--- src/hdl/rtcbi_pkg.sv ---
package rtcbi_pkg;

  localparam int STORE_BYTES_DEF  = 24576;
  localparam int MAX_BYTE_DIM_DEF = 255;

  localparam logic [14:0] AREA_LIMIT_RESET = 15'd24576;

  // Input word kinds.
  localparam logic [1:0] KIND_START = 2'd0;
  localparam logic [1:0] KIND_PIXEL = 2'd1;
  localparam logic [1:0] KIND_EMIT  = 2'd2;

  // Result status codes.
  localparam logic [1:0] STAT_OK   = 2'd0;
  localparam logic [1:0] STAT_DIM  = 2'd1;
  localparam logic [1:0] STAT_AREA = 2'd2;
  localparam logic [1:0] STAT_SEQ  = 2'd3;

  // Command header bytes and their positions in the output stream.
  localparam logic [7:0] CMD_GS   = 8'd29;
  localparam logic [7:0] CMD_STAR = 8'd42;

  localparam logic [1:0] HDR_POS_GS   = 2'd0;
  localparam logic [1:0] HDR_POS_STAR = 2'd1;
  localparam logic [1:0] HDR_POS_COLS = 2'd2;
  localparam logic [1:0] HDR_POS_ROWS = 2'd3;

  typedef struct packed {
    logic start;     // check and load a new image
    logic pix_rd;    // read the store byte the pixel lands in
    logic pix_wr;    // merge the pixel and write the byte back
    logic hdr_out;   // emit a header byte
    logic data_rd;   // read the next data byte
    logic data_out;  // emit the data byte read last cycle
    logic err_out;   // emit an out-of-sequence status
  } cmd_t;

  typedef struct packed {
    logic out_free;
    logic start_ok;
    logic start_empty;
    logic pix_last;
    logic emit_is_hdr;
    logic emit_last;
  } stat_t;

endpackage

--- src/hdl/rtcbi_ctrl.sv ---
module rtcbi_ctrl (
  input  logic                clk,
  input  logic                rst,
  input  logic                s_tvalid,
  output logic                s_tready,
  input  logic [1:0]          kind,
  input  rtcbi_pkg::stat_t    stat,
  output rtcbi_pkg::cmd_t     cmd
);
  import rtcbi_pkg::*;

  typedef enum logic [2:0] {
    S_IDLE,
    S_RECV,
    S_PIXW,
    S_EMIT,
    S_EMITRD
  } state_t;

  state_t state;
  state_t state_next;
  logic   accept;

  assign s_tready = ((state == S_IDLE) || (state == S_RECV) || (state == S_EMIT)) &&
                    stat.out_free;
  assign accept   = s_tvalid && s_tready;

  always_comb begin
    cmd        = '0;
    state_next = state;
    unique case (state)
      S_PIXW: begin
        cmd.pix_wr = 1'b1;
        state_next = stat.pix_last ? S_EMIT : S_RECV;
      end
      S_EMITRD: begin
        cmd.data_out = 1'b1;
        state_next   = stat.emit_last ? S_IDLE : S_EMIT;
      end
      S_IDLE, S_RECV, S_EMIT: begin
        if (accept) begin
          priority case (kind)
            KIND_START: begin
              cmd.start = 1'b1;
              if (!stat.start_ok) begin
                state_next = S_IDLE;
              end else if (stat.start_empty) begin
                state_next = S_EMIT;
              end else begin
                state_next = S_RECV;
              end
            end
            KIND_PIXEL: begin
              if (state == S_RECV) begin
                cmd.pix_rd = 1'b1;
                state_next = S_PIXW;
              end else begin
                cmd.err_out = 1'b1;
              end
            end
            KIND_EMIT: begin
              if (state != S_EMIT) begin
                cmd.err_out = 1'b1;
              end else if (stat.emit_is_hdr) begin
                cmd.hdr_out = 1'b1;
                state_next  = stat.emit_last ? S_IDLE : S_EMIT;
              end else begin
                cmd.data_rd = 1'b1;
                state_next  = S_EMITRD;
              end
            end
            default: begin
              cmd.err_out = 1'b1;
            end
          endcase
        end
      end
    endcase
  end

  always_ff @(posedge clk) begin
    if (rst) begin
      state <= S_IDLE;
    end else begin
      state <= state_next;
    end
  end

endmodule

--- config.mk ---
export PLATFORM = sky130hd
export DESIGN_NAME = rtcbi_ctrl
export DESIGN_NICKNAME = d
export VERILOG_FILES = /design/src/hdl/rtcbi_pkg.sv /design/src/hdl/rtcbi_ctrl.sv
export SDC_FILE = /design/constraint.sdc
export NUM_CORES = 1
export LEC_CHECK = 0
export BUFFER_PORTS_ARGS = -buffer_cell sky130_fd_sc_hd__buf_2
export CORE_AREA = 2 2 39 41
export DETAILED_ROUTE_END_ITERATION = 6
export DIE_AREA = 0 0 41 43
export MAX_ROUTING_LAYER = met4
export SYNTH_ARGS = -nofsm -noshare
export SYNTH_HDL_FRONTEND = slang
export SYNTH_SLANG_ARGS = --single-unit
--- constraint.sdc ---
create_clock -name clk -period 1.7 [get_ports clk]
set_clock_uncertainty 0.2 [all_clocks]
set_input_delay 0.255 -clock clk [delete_from_list [all_inputs] [get_ports clk]]
set_output_delay 0.255 -clock clk [all_outputs]
set_load 0.02 [all_outputs]
Word level (Yosys, flattened, before mapping)

Cells that the tools add are included.

Reduce and logical (&&, ||, !) cells: 8
Muxes and demuxes: 28
Eq/ne operators: 11

Operator list:

| operator                                                                 | count |
|---|---|
| 2-bit 2-to-1 mux                                                         | 9 |
| 3-bit case mux with 3 select lines                                       | 2 |
| 3-bit 2-to-1 mux                                                         | 5 |
| 1-bit 2-to-1 mux                                                         | 11 |
| 3-bit by 2-bit == test with 1-bit output (second input constant)         | 2 |
| 3-bit inequality test (second input constant)                            | 2 |
| 4-bit by 2-bit inequality test with 1-bit output (second input constant) | 1 |
| 4-bit AND reduction                                                      | 1 |
| 3-bit by 1-bit == test with 1-bit output (second input constant)         | 1 |
| 3-bit == test (second input constant)                                    | 1 |
| 3-bit zero test                                                          | 1 |
| 3-bit by 2-bit inequality test with 1-bit output (second input constant) | 1 |
| 1-bit case mux with 3 select lines                                       | 1 |
| 3-bit OR reduction                                                       | 1 |
| 2-bit by 1-bit == test with 1-bit output (second input constant)         | 1 |
| 2-bit == test (second input constant)                                    | 1 |
| 1-bit logical AND                                                        | 2 |
| 2-bit zero test                                                          | 1 |
| 1-bit logical OR                                                         | 2 |
| 2-bit inequality test (second input constant)                            | 1 |

Bits in registers: 3
Output and inout port bits: 8

Logic depth before layout (Yosys ltp)

Gate-level depths: netlist (run 1).

Word-level depth: 7
Mapped depth: 6
Gate-level depth less buffers: 6

Least setup slack after synthesis (run 1)

Ideal clock, no wire load.

Path type: flip-flop to flip-flop
Start: register state[2]
End: register state[0]
Buffers on the path: 1
Arrival time: 1.334 ns
Cell stages (with the launch flop): 6
Setup time: 0.124 ns
Period minus slack after synthesis: 1.658 ns
Slack: 0.042 ns
Cell sequence: dfxtp_1 > clkbuf_2 > inv_1 > nor3_1 > a21o_1 > a211oi_1

Word-level cells in the longest chain between the ends: 7
Elaborated cells on any way between the ends: 17
Classes of those cells: eq/ne: 9; mux: 1; reduce/logical: 7

RTL lines:

| item                                                                        | line                                                 | text |
|---|---|---|
| start, declared                                                             | rtcbi_ctrl.sv:20                                     | `state_t state;` |
| start signal, assigned                                                      | rtcbi_ctrl.sv:85                                     | `state <= state_next;` |
| 3-bit by 1-bit == test with 1-bit output or 3-bit zero test (tied branches) | rtcbi_ctrl.sv:24, rtcbi_ctrl.sv:31, rtcbi_ctrl.sv:54 |  |
| 1-bit logical OR (2 in a row)                                               | rtcbi_ctrl.sv:24                                     | `assign s_tready = ((state == S_IDLE) \|\| (state == S_RECV) \|\| (state == S_EMIT)) &&` |
| 1-bit logical AND                                                           | rtcbi_ctrl.sv:24                                     |  |
| 1-bit logical AND                                                           | rtcbi_ctrl.sv:26                                     | `assign accept = s_tvalid && s_tready;` |
| 2-bit inequality test (no source line)                                      | -                                                    |  |
| 4-bit AND reduction (no source line)                                        | -                                                    |  |

Parallel ways exist; a longest one is shown, timed or not.
A chain may end at the register's enable or synchronous reset.

Worst setup path in the final report (run 1)

Start: register state[1]
End: register state[1]

The elaborated chain is that of the path after synthesis.

==> key figures, run 1 <==
Synthesis
  – Synthesized area per cell: 7.373 µm²
  – Post-Syn Area: 412.9 µm²
  – Number of synthesis warnings: 0
  – Syn Inst Count: 56
  – #FFs+latches synth: 3
  – Syn_nets: 71
  – Sequential area share after synthesis: 14.55%
  – Unique masters post-synth: 25

Worst setup path
  – Reg2Reg Depth: 6
  – R2r startpoint: state[1]
  – Required @ worst endpoint: 1.64 ns
  – CP startpoint kind: flop
  – Crit Path Class: flop to flop
  – CP endpoint kind: flop
  – Arr. time, crit path: 1.74 ns
  – Reg-to-reg slack, setup: -0.10 ns
  – Worst Path Max Fanout: 4
  – Worst R2R End: state[1]

Global route
  – First-pass GRT wire length: 1932 µm
  – Vias in the first global route: 506
  – GRT overflow: 0
  – Initial antenna violation count: 0
  – Gr usage total: 16.31%
  – Largest net degree at the start of global routing: 10

STA
  – FMAX: 555.3 MHz
  – Pins Over Slew Limit: 0
  – RSZ-0062 raised after global routing: true
  – Setup ws final: -0.1007 ns
  – Worst rel slew slack: 77.28%
  – WHS: 0.01783 ns
  – Final min period: 1.801 ns
  – Final setup violation count: 5
  – Final hold viol count: 0
  – Period utilization: 105.9%
  – Least-Margin Pin Slew: 0.3408 ns

Final layout
  – Largest Register: state
  – Final net count: 106
  – Largest registers: state: 3 flops
  – Commonest cells after routing, fill and taps aside: buf_4 (18), buf_2 (14), inv_1 (7)
  – Ant. Diodes: 0
  – Layout cells sized above 1: 55.56%
  – Max reg flops: 3
  – Commonest non-fill, non-tap cell in the layout: buf_4
  – Layout area overhead: 68.48%

Die
  – Die span in x: 41 µm
  – DIE AREA: 1763 µm²
  – Top-Level Pins: 19
  – Die H: 43 µm
  – # rows: 14
  – Initial core utilization: 29.84%
  – Core ar.: 1384 µm²

Clock tree
  – CTS Buf Count: 3
  – Skew-Pair Late Insertion Delay: 0.24 ns
  – Clk pin slew, worst setup/hold paths: 0.04 ns
  – CTS tree: built
  – CTS Sinks: 3
  – Root Driver: clkbuf_4
  – H-tree Lvls: 1
  – Deepest clock path buffer count: 2

Drt
  – Post-Route WL: 1321 µm
  – DRT iter0 DRCs: 1
  – Vias/cell: 5.000
  – Routed length per instance: 12.46 µm
  – 1st-pass router iterations: 4
  – Antenna Nets Post-Route: 0
  – Total number of vias: 530
  – Residual DRC: 0

Pwr
  – LEAKAGE: 0.3282 nW
  – Power Density: 435.8 nW/µm²
  – IR drop worst, VDD: 0.1647 mV

Placed design
  – HPWL after DPL: 880.6 µm
  – Routability-driven placement congestion ratio: 0.8017
  – # port buffers: 18
  – Pre-CTS setup slack: -0.1249 ns

Worst hold path
  – Hold-critical path depth: 2
  – Worst Hold Endpoint: state[1]
  – HP Start: rst
  – Worst hold path class: input port to flop

Run status
  – Failing checks: setup timing
  – Status: complete, but fails checks

Flow run
  – Max-cap violation count: 0
[per-stage QoR]
| stage | instance area, µm² | util [%] | TNS, ns | power (W) | std cells |
|---|---|---|---|---|---|
| floorplan | 412.9 | - | 0 | 0.0001266 | 56 |
| global placement | 569.3 | 41.14 | -0.1126 | 0.0001626 | 96 |
| detailed placement | 569.3 | 41.14 | -0.4188 | 0.0001638 | 96 |
| CTS | 655.6 | 47.38 | -0.2727 | 0.0003086 | 104 |
| global route | 695.7 | 50.27 | -0.6720 | 0.0003256 | 106 |
| finish | 695.7 | 50.27 | -0.3506 | 0.0003031 | 106 |
[synth_stat cells, drive strengths merged]
| cell type | count | area [µm²] |
|---|---|---|
| a211oi | 4 | 30.03 |
| a21o | 2 | 15.01 |
| a21oi | 2 | 10.01 |
| a221oi | 1 | 8.760 |
| a31oi | 2 | 12.51 |
| and3 | 1 | 6.260 |
| buf | 2 | 16.26 |
| clkbuf | 1 | 5.000 |
| dfxtp | 3 | 60.06 |
| ha | 4 | 50.05 |
| inv | 7 | 26.28 |
| mux2i | 1 | 10.01 |
| nand2 | 3 | 11.26 |
| nand3 | 2 | 10.01 |
| nand3b | 1 | 7.510 |
| nor2 | 7 | 26.28 |
| nor2b | 1 | 13.76 |
| nor3 | 2 | 10.01 |
| nor3b | 5 | 37.54 |
| nor4 | 1 | 12.51 |
| nor4bb | 1 | 10.01 |
| o21ai | 1 | 5.000 |
| o31ai | 1 | 7.510 |
| or3 | 1 | 11.26 |
[worst max-delay path, stage by stage (launching register included)]
cell,delay [ns]
dfxtp_4,0.35
nor2b_4,0.12
or3_4,0.34
buf_4,0.14
buf_4,0.13
a21o_1,0.20
a211oi_1,0.22
[area by class of cell]
cell class | instances | area (µm²)
tap | 16 | 20.02
inverter | 7 | 26.28
clock buffer | 4 | 26.28
sequential | 3 | 71.32
multi-input combinational | 43 | 341.6
timing repair buffer | 33 | 210.2
fill | 149 | 688.2
[how the worst max path moves through the flow]
stage | startpoint | end | slack, ns
after floorplan | state[2] | state[0] | 0.04
after global placement | kind[0] | state[0] | -0.05
after detailed placement | kind[0] | state[2] | -0.12
after CTS | state[1] | cmd[6] | -0.08
after global routing | state[1] | cmd[6] | -0.14
final | state[1] | state[1] | -0.10
[cell families (layout without fill, tap and decap cells)]
group | count (synthesis) | count (layout) | share of synthesized area, %
buffers and inverters | 10 | 44 | 11.51
DFF | 3 | 3 | 14.55
adders and majority gates | 4 | 4 | 12.12
AOI/OAI and AO/OA | 13 | 13 | 21.51
and+or+nand+nor | 25 | 25 | 37.88
muxes | 1 | 1 | 2.424
[metal layers]
layer  up-vias  share of wire (%)  wire [µm]  global-route usage (%)
met5         -                  0          0                       -
met4         0                1.6         21                   8.000
met3         2                3.6         47                       0
li1        267                  -          -                       -
met2        15                 55        726                   29.69
met1       246                 40        526                   16.56
[power breakdown]
part / leakage (nW) / total (W) / internal (W) / switching (W)
clock network: 0.0150 / 0.000130 / 0.0000883 / 0.0000421
logic: 0.287 / 0.000101 / 0.0000510 / 0.0000497
registers: 0.0266 / 0.0000721 / 0.0000693 / 0.00000285
total: 0.328 / 0.000303 / 0.000209 / 0.0000946
[what timing repair did]
action | CTS | global route
pin swaps | 2 | 3
endpoints found under the setup margin | 7 | 10
setup buffers | 4 | 2
hold buffers | 0 | 0
gates resized for setup | 10 | 9
No activity file was read; power rests on OpenSTA's default activity.
==> run 2, diff against run 1 <==
- CTS_BUF_LIST: default -> sky130_fd_sc_hd__clkbuf_2
- clock period: 1.7 -> 2.3 ns (I/O delays scaled with it)
==> run 2 against run 1 <==
  * The run now ends clean
  * Largest cell class unchanged
  * Utilization down 13 points
  * Critical path depth down 2
  * Critical endpoint is now cmd[6]
  * Highest routed layer is now met3
  * Worst setup slack better by 0.32 ns
  * Count of clock-buffer cells in the layout unchanged
  * Sequential cell count unchanged
==> key figures, run 2 (same netlist as run 1, synthesis figures left out) <==
STA
  – Pins Over Slew Limit: 0
  – Final hold viol count: 0
  – Final min period: 2.079 ns
  – Least-Margin Pin Slew: 0.3933 ns
  – Final setup violation count: 0
  – Worst rel slew slack: 73.74%
  – RSZ-0062 raised after global routing: false
  – Period utilization: 90.38%
  – FMAX: 481.1 MHz
  – Final TNS setup: 0 ns

Worst setup path
  – CP endpoint kind: primary output
  – CP cell instances: nor2b_4 > or3_4 > nor2_1 > buf_2
  – CP startpoint kind: flop
  – Crit Path Class: flop to primary output
  – Arr. time, crit path: 1.53 ns
  – Critical Path Slowest Stage Cell: dfxtp_1
  – Worst Path Max Fanout: 10
  – Max incr delay on CP: 0.55 ns
  – Required @ worst endpoint: 1.75 ns

Die
  – Top-Level Pins: 19
  – # rows: 14
  – Die H: 43 µm
  – Core ar.: 1384 µm²
  – DIE AREA: 1763 µm²
  – Die span in x: 41 µm
  – Initial core utilization: 29.84%

Placed design
  – DP Cell Count: 87
  – HPWL after DPL: 786.5 µm
  – # port buffers: 18
  – Routability-driven placement congestion ratio: 0.8755

Final layout
  – Ant. Diodes: 0
  – Largest registers: state: 3 flops
  – Max reg flops: 3
  – Final-layout fill cell count: 161
  – Commonest cells after routing, fill and taps aside: buf_2 (18), nor2_1 (7), inv_1 (7)
  – Layout cells sized above 1: 33.33%
  – Final Util: 37.70%
  – Non-filler cells, final: 91
  – Largest Register: state
  – Register area: 60.06 µm²
  – Commonest non-fill, non-tap cell in the layout: buf_2
  – Multi-input logic area: 305.3 µm²
  – Final net count: 91
  – Layout area overhead: 26.36%

Drt
  – Antenna Nets Post-Route: 0
  – 1st-pass router iterations: 4
  – Residual DRC: 0
  – Routed length per instance: 11.07 µm
  – Post-Route WL: 1007 µm
  – DRT iter0 DRCs: 12
  – Vias/cell: 4.967
  – Total number of vias: 452

Global route
  – Gr usage total: 12.28%
  – GRT overflow: 0
  – Vias in the first global route: 379
  – Largest net degree at the start of global routing: 12
  – First-pass GRT wire length: 1483 µm
  – Initial antenna violation count: 0

Clock tree
  – Post-CTS setup buffer count: 0
  – CTS Buf Count: 3
  – Post-CTS Hold Buffers: 0
  – CTS Sinks: 3
  – CTS tree: built
  – Skew-Pair Late Insertion Delay: 0.19 ns
  – Deepest clock path buffer count: 2
  – Clk pin slew, worst setup/hold paths: 0.04 ns
  – Root Driver: clkbuf_2
  – PostCTS Resize Cnt: 0
  – H-tree Lvls: 1

Pwr
  – Seq pwr share: 31.7%
  – Power Density: 349.8 nW/µm²
  – Comb power frac: 29.2%
  – Tot Pwr: 0.0001825 W
  – P_int: 0.0001236 W
  – Switch share: 32.28%
  – LEAKAGE: 0.2508 nW
  – Clk pwr share: 39.1%
  – Net switching power: 0.00005892 W
  – IR drop worst, VDD: 0.08533 mV

Worst hold path
  – Worst hold path class: input port to flop

Run status
  – Status: finished clean

Flow run
  – Max-cap violation count: 0
==> run 2: changes by cell type in the layout (fill, tap and decap cells not counted), moves of 2 or more <==
cell	previous run	this run
buf_2	14	18
buf_4	18	0
clkbuf_2	1	4
clkbuf_4	3	0
dfxtp_1	0	3
dfxtp_4	3	0
ha_1	2	4
ha_2	2	0
nor2_1	5	7
nor2_2	2	0
nor3b_1	2	5
nor3b_2	2	0
==> run 2: metrics by stage <==
step	setup WS [ns]	area (µm²)	hold WS [ns]
6_report	0.2212	521.8	0.1428
5_1_grt	0.1536	521.8	0.1307
4_1_cts	0.2356	521.8	0.1289
3_5_place_dp	0.2847	501.7	0.3449
3_3_place_gp	0.3469	501.7	0.3465
2_1_floorplan	0.5438	412.9	0.2178
==> run 2: routing by layer <==
metal | routed length (µm) | GRT usage [%]
met1 | 481 | 17.41
met3 | 80 | 0
met2 | 445 | 16.56
met4 | 0 | 8.000
met5 | 0 | -
==> run 2: cell type report <==
| type | count | share of cell area [%] |
|---|---|---|
| clock buffer | 4 | 3.837 |
| multi-input combinational | 43 | 58.51 |
| inverter | 7 | 5.036 |
| sequential | 3 | 11.51 |
| timing repair buffer | 18 | 17.27 |
| tap | 16 | 3.837 |
==> run 2: power by group through the flow <==
stage | combinational [W] | sequential [W] | clock (W)
4_1_cts | 0.0000533 | 0.0000577 | 0.0000749
3_5_place_dp | 0.0000530 | 0.0000586 | 0
6_report | 0.0000533 | 0.0000579 | 0.0000713
2_1_floorplan | 0.0000386 | 0.0000550 | 0
3_3_place_gp | 0.0000527 | 0.0000585 | 0
5_1_grt | 0.0000599 | 0.0000579 | 0.0000792
==> run 2: path summary, 6_finish.rpt <==
check | startpoint | to | slack, ns | cells past startpoint
setup / recovery | state[0] | cmd[6] | 0.22 | 4
hold / removal | rst | state[1] | 0.14 | 2
setup reg to reg | state[0] | state[2] | 0.53 | 4
hold reg to reg | state[2] | state[2] | 0.45 | 1
==> run 2: critical path: cells and delay by family (launching register included) <==
kind                   cells  cell delay (ns)
DFF                        1             0.55
buffers and inverters      1             0.17
and+or+nand+nor            3             0.62
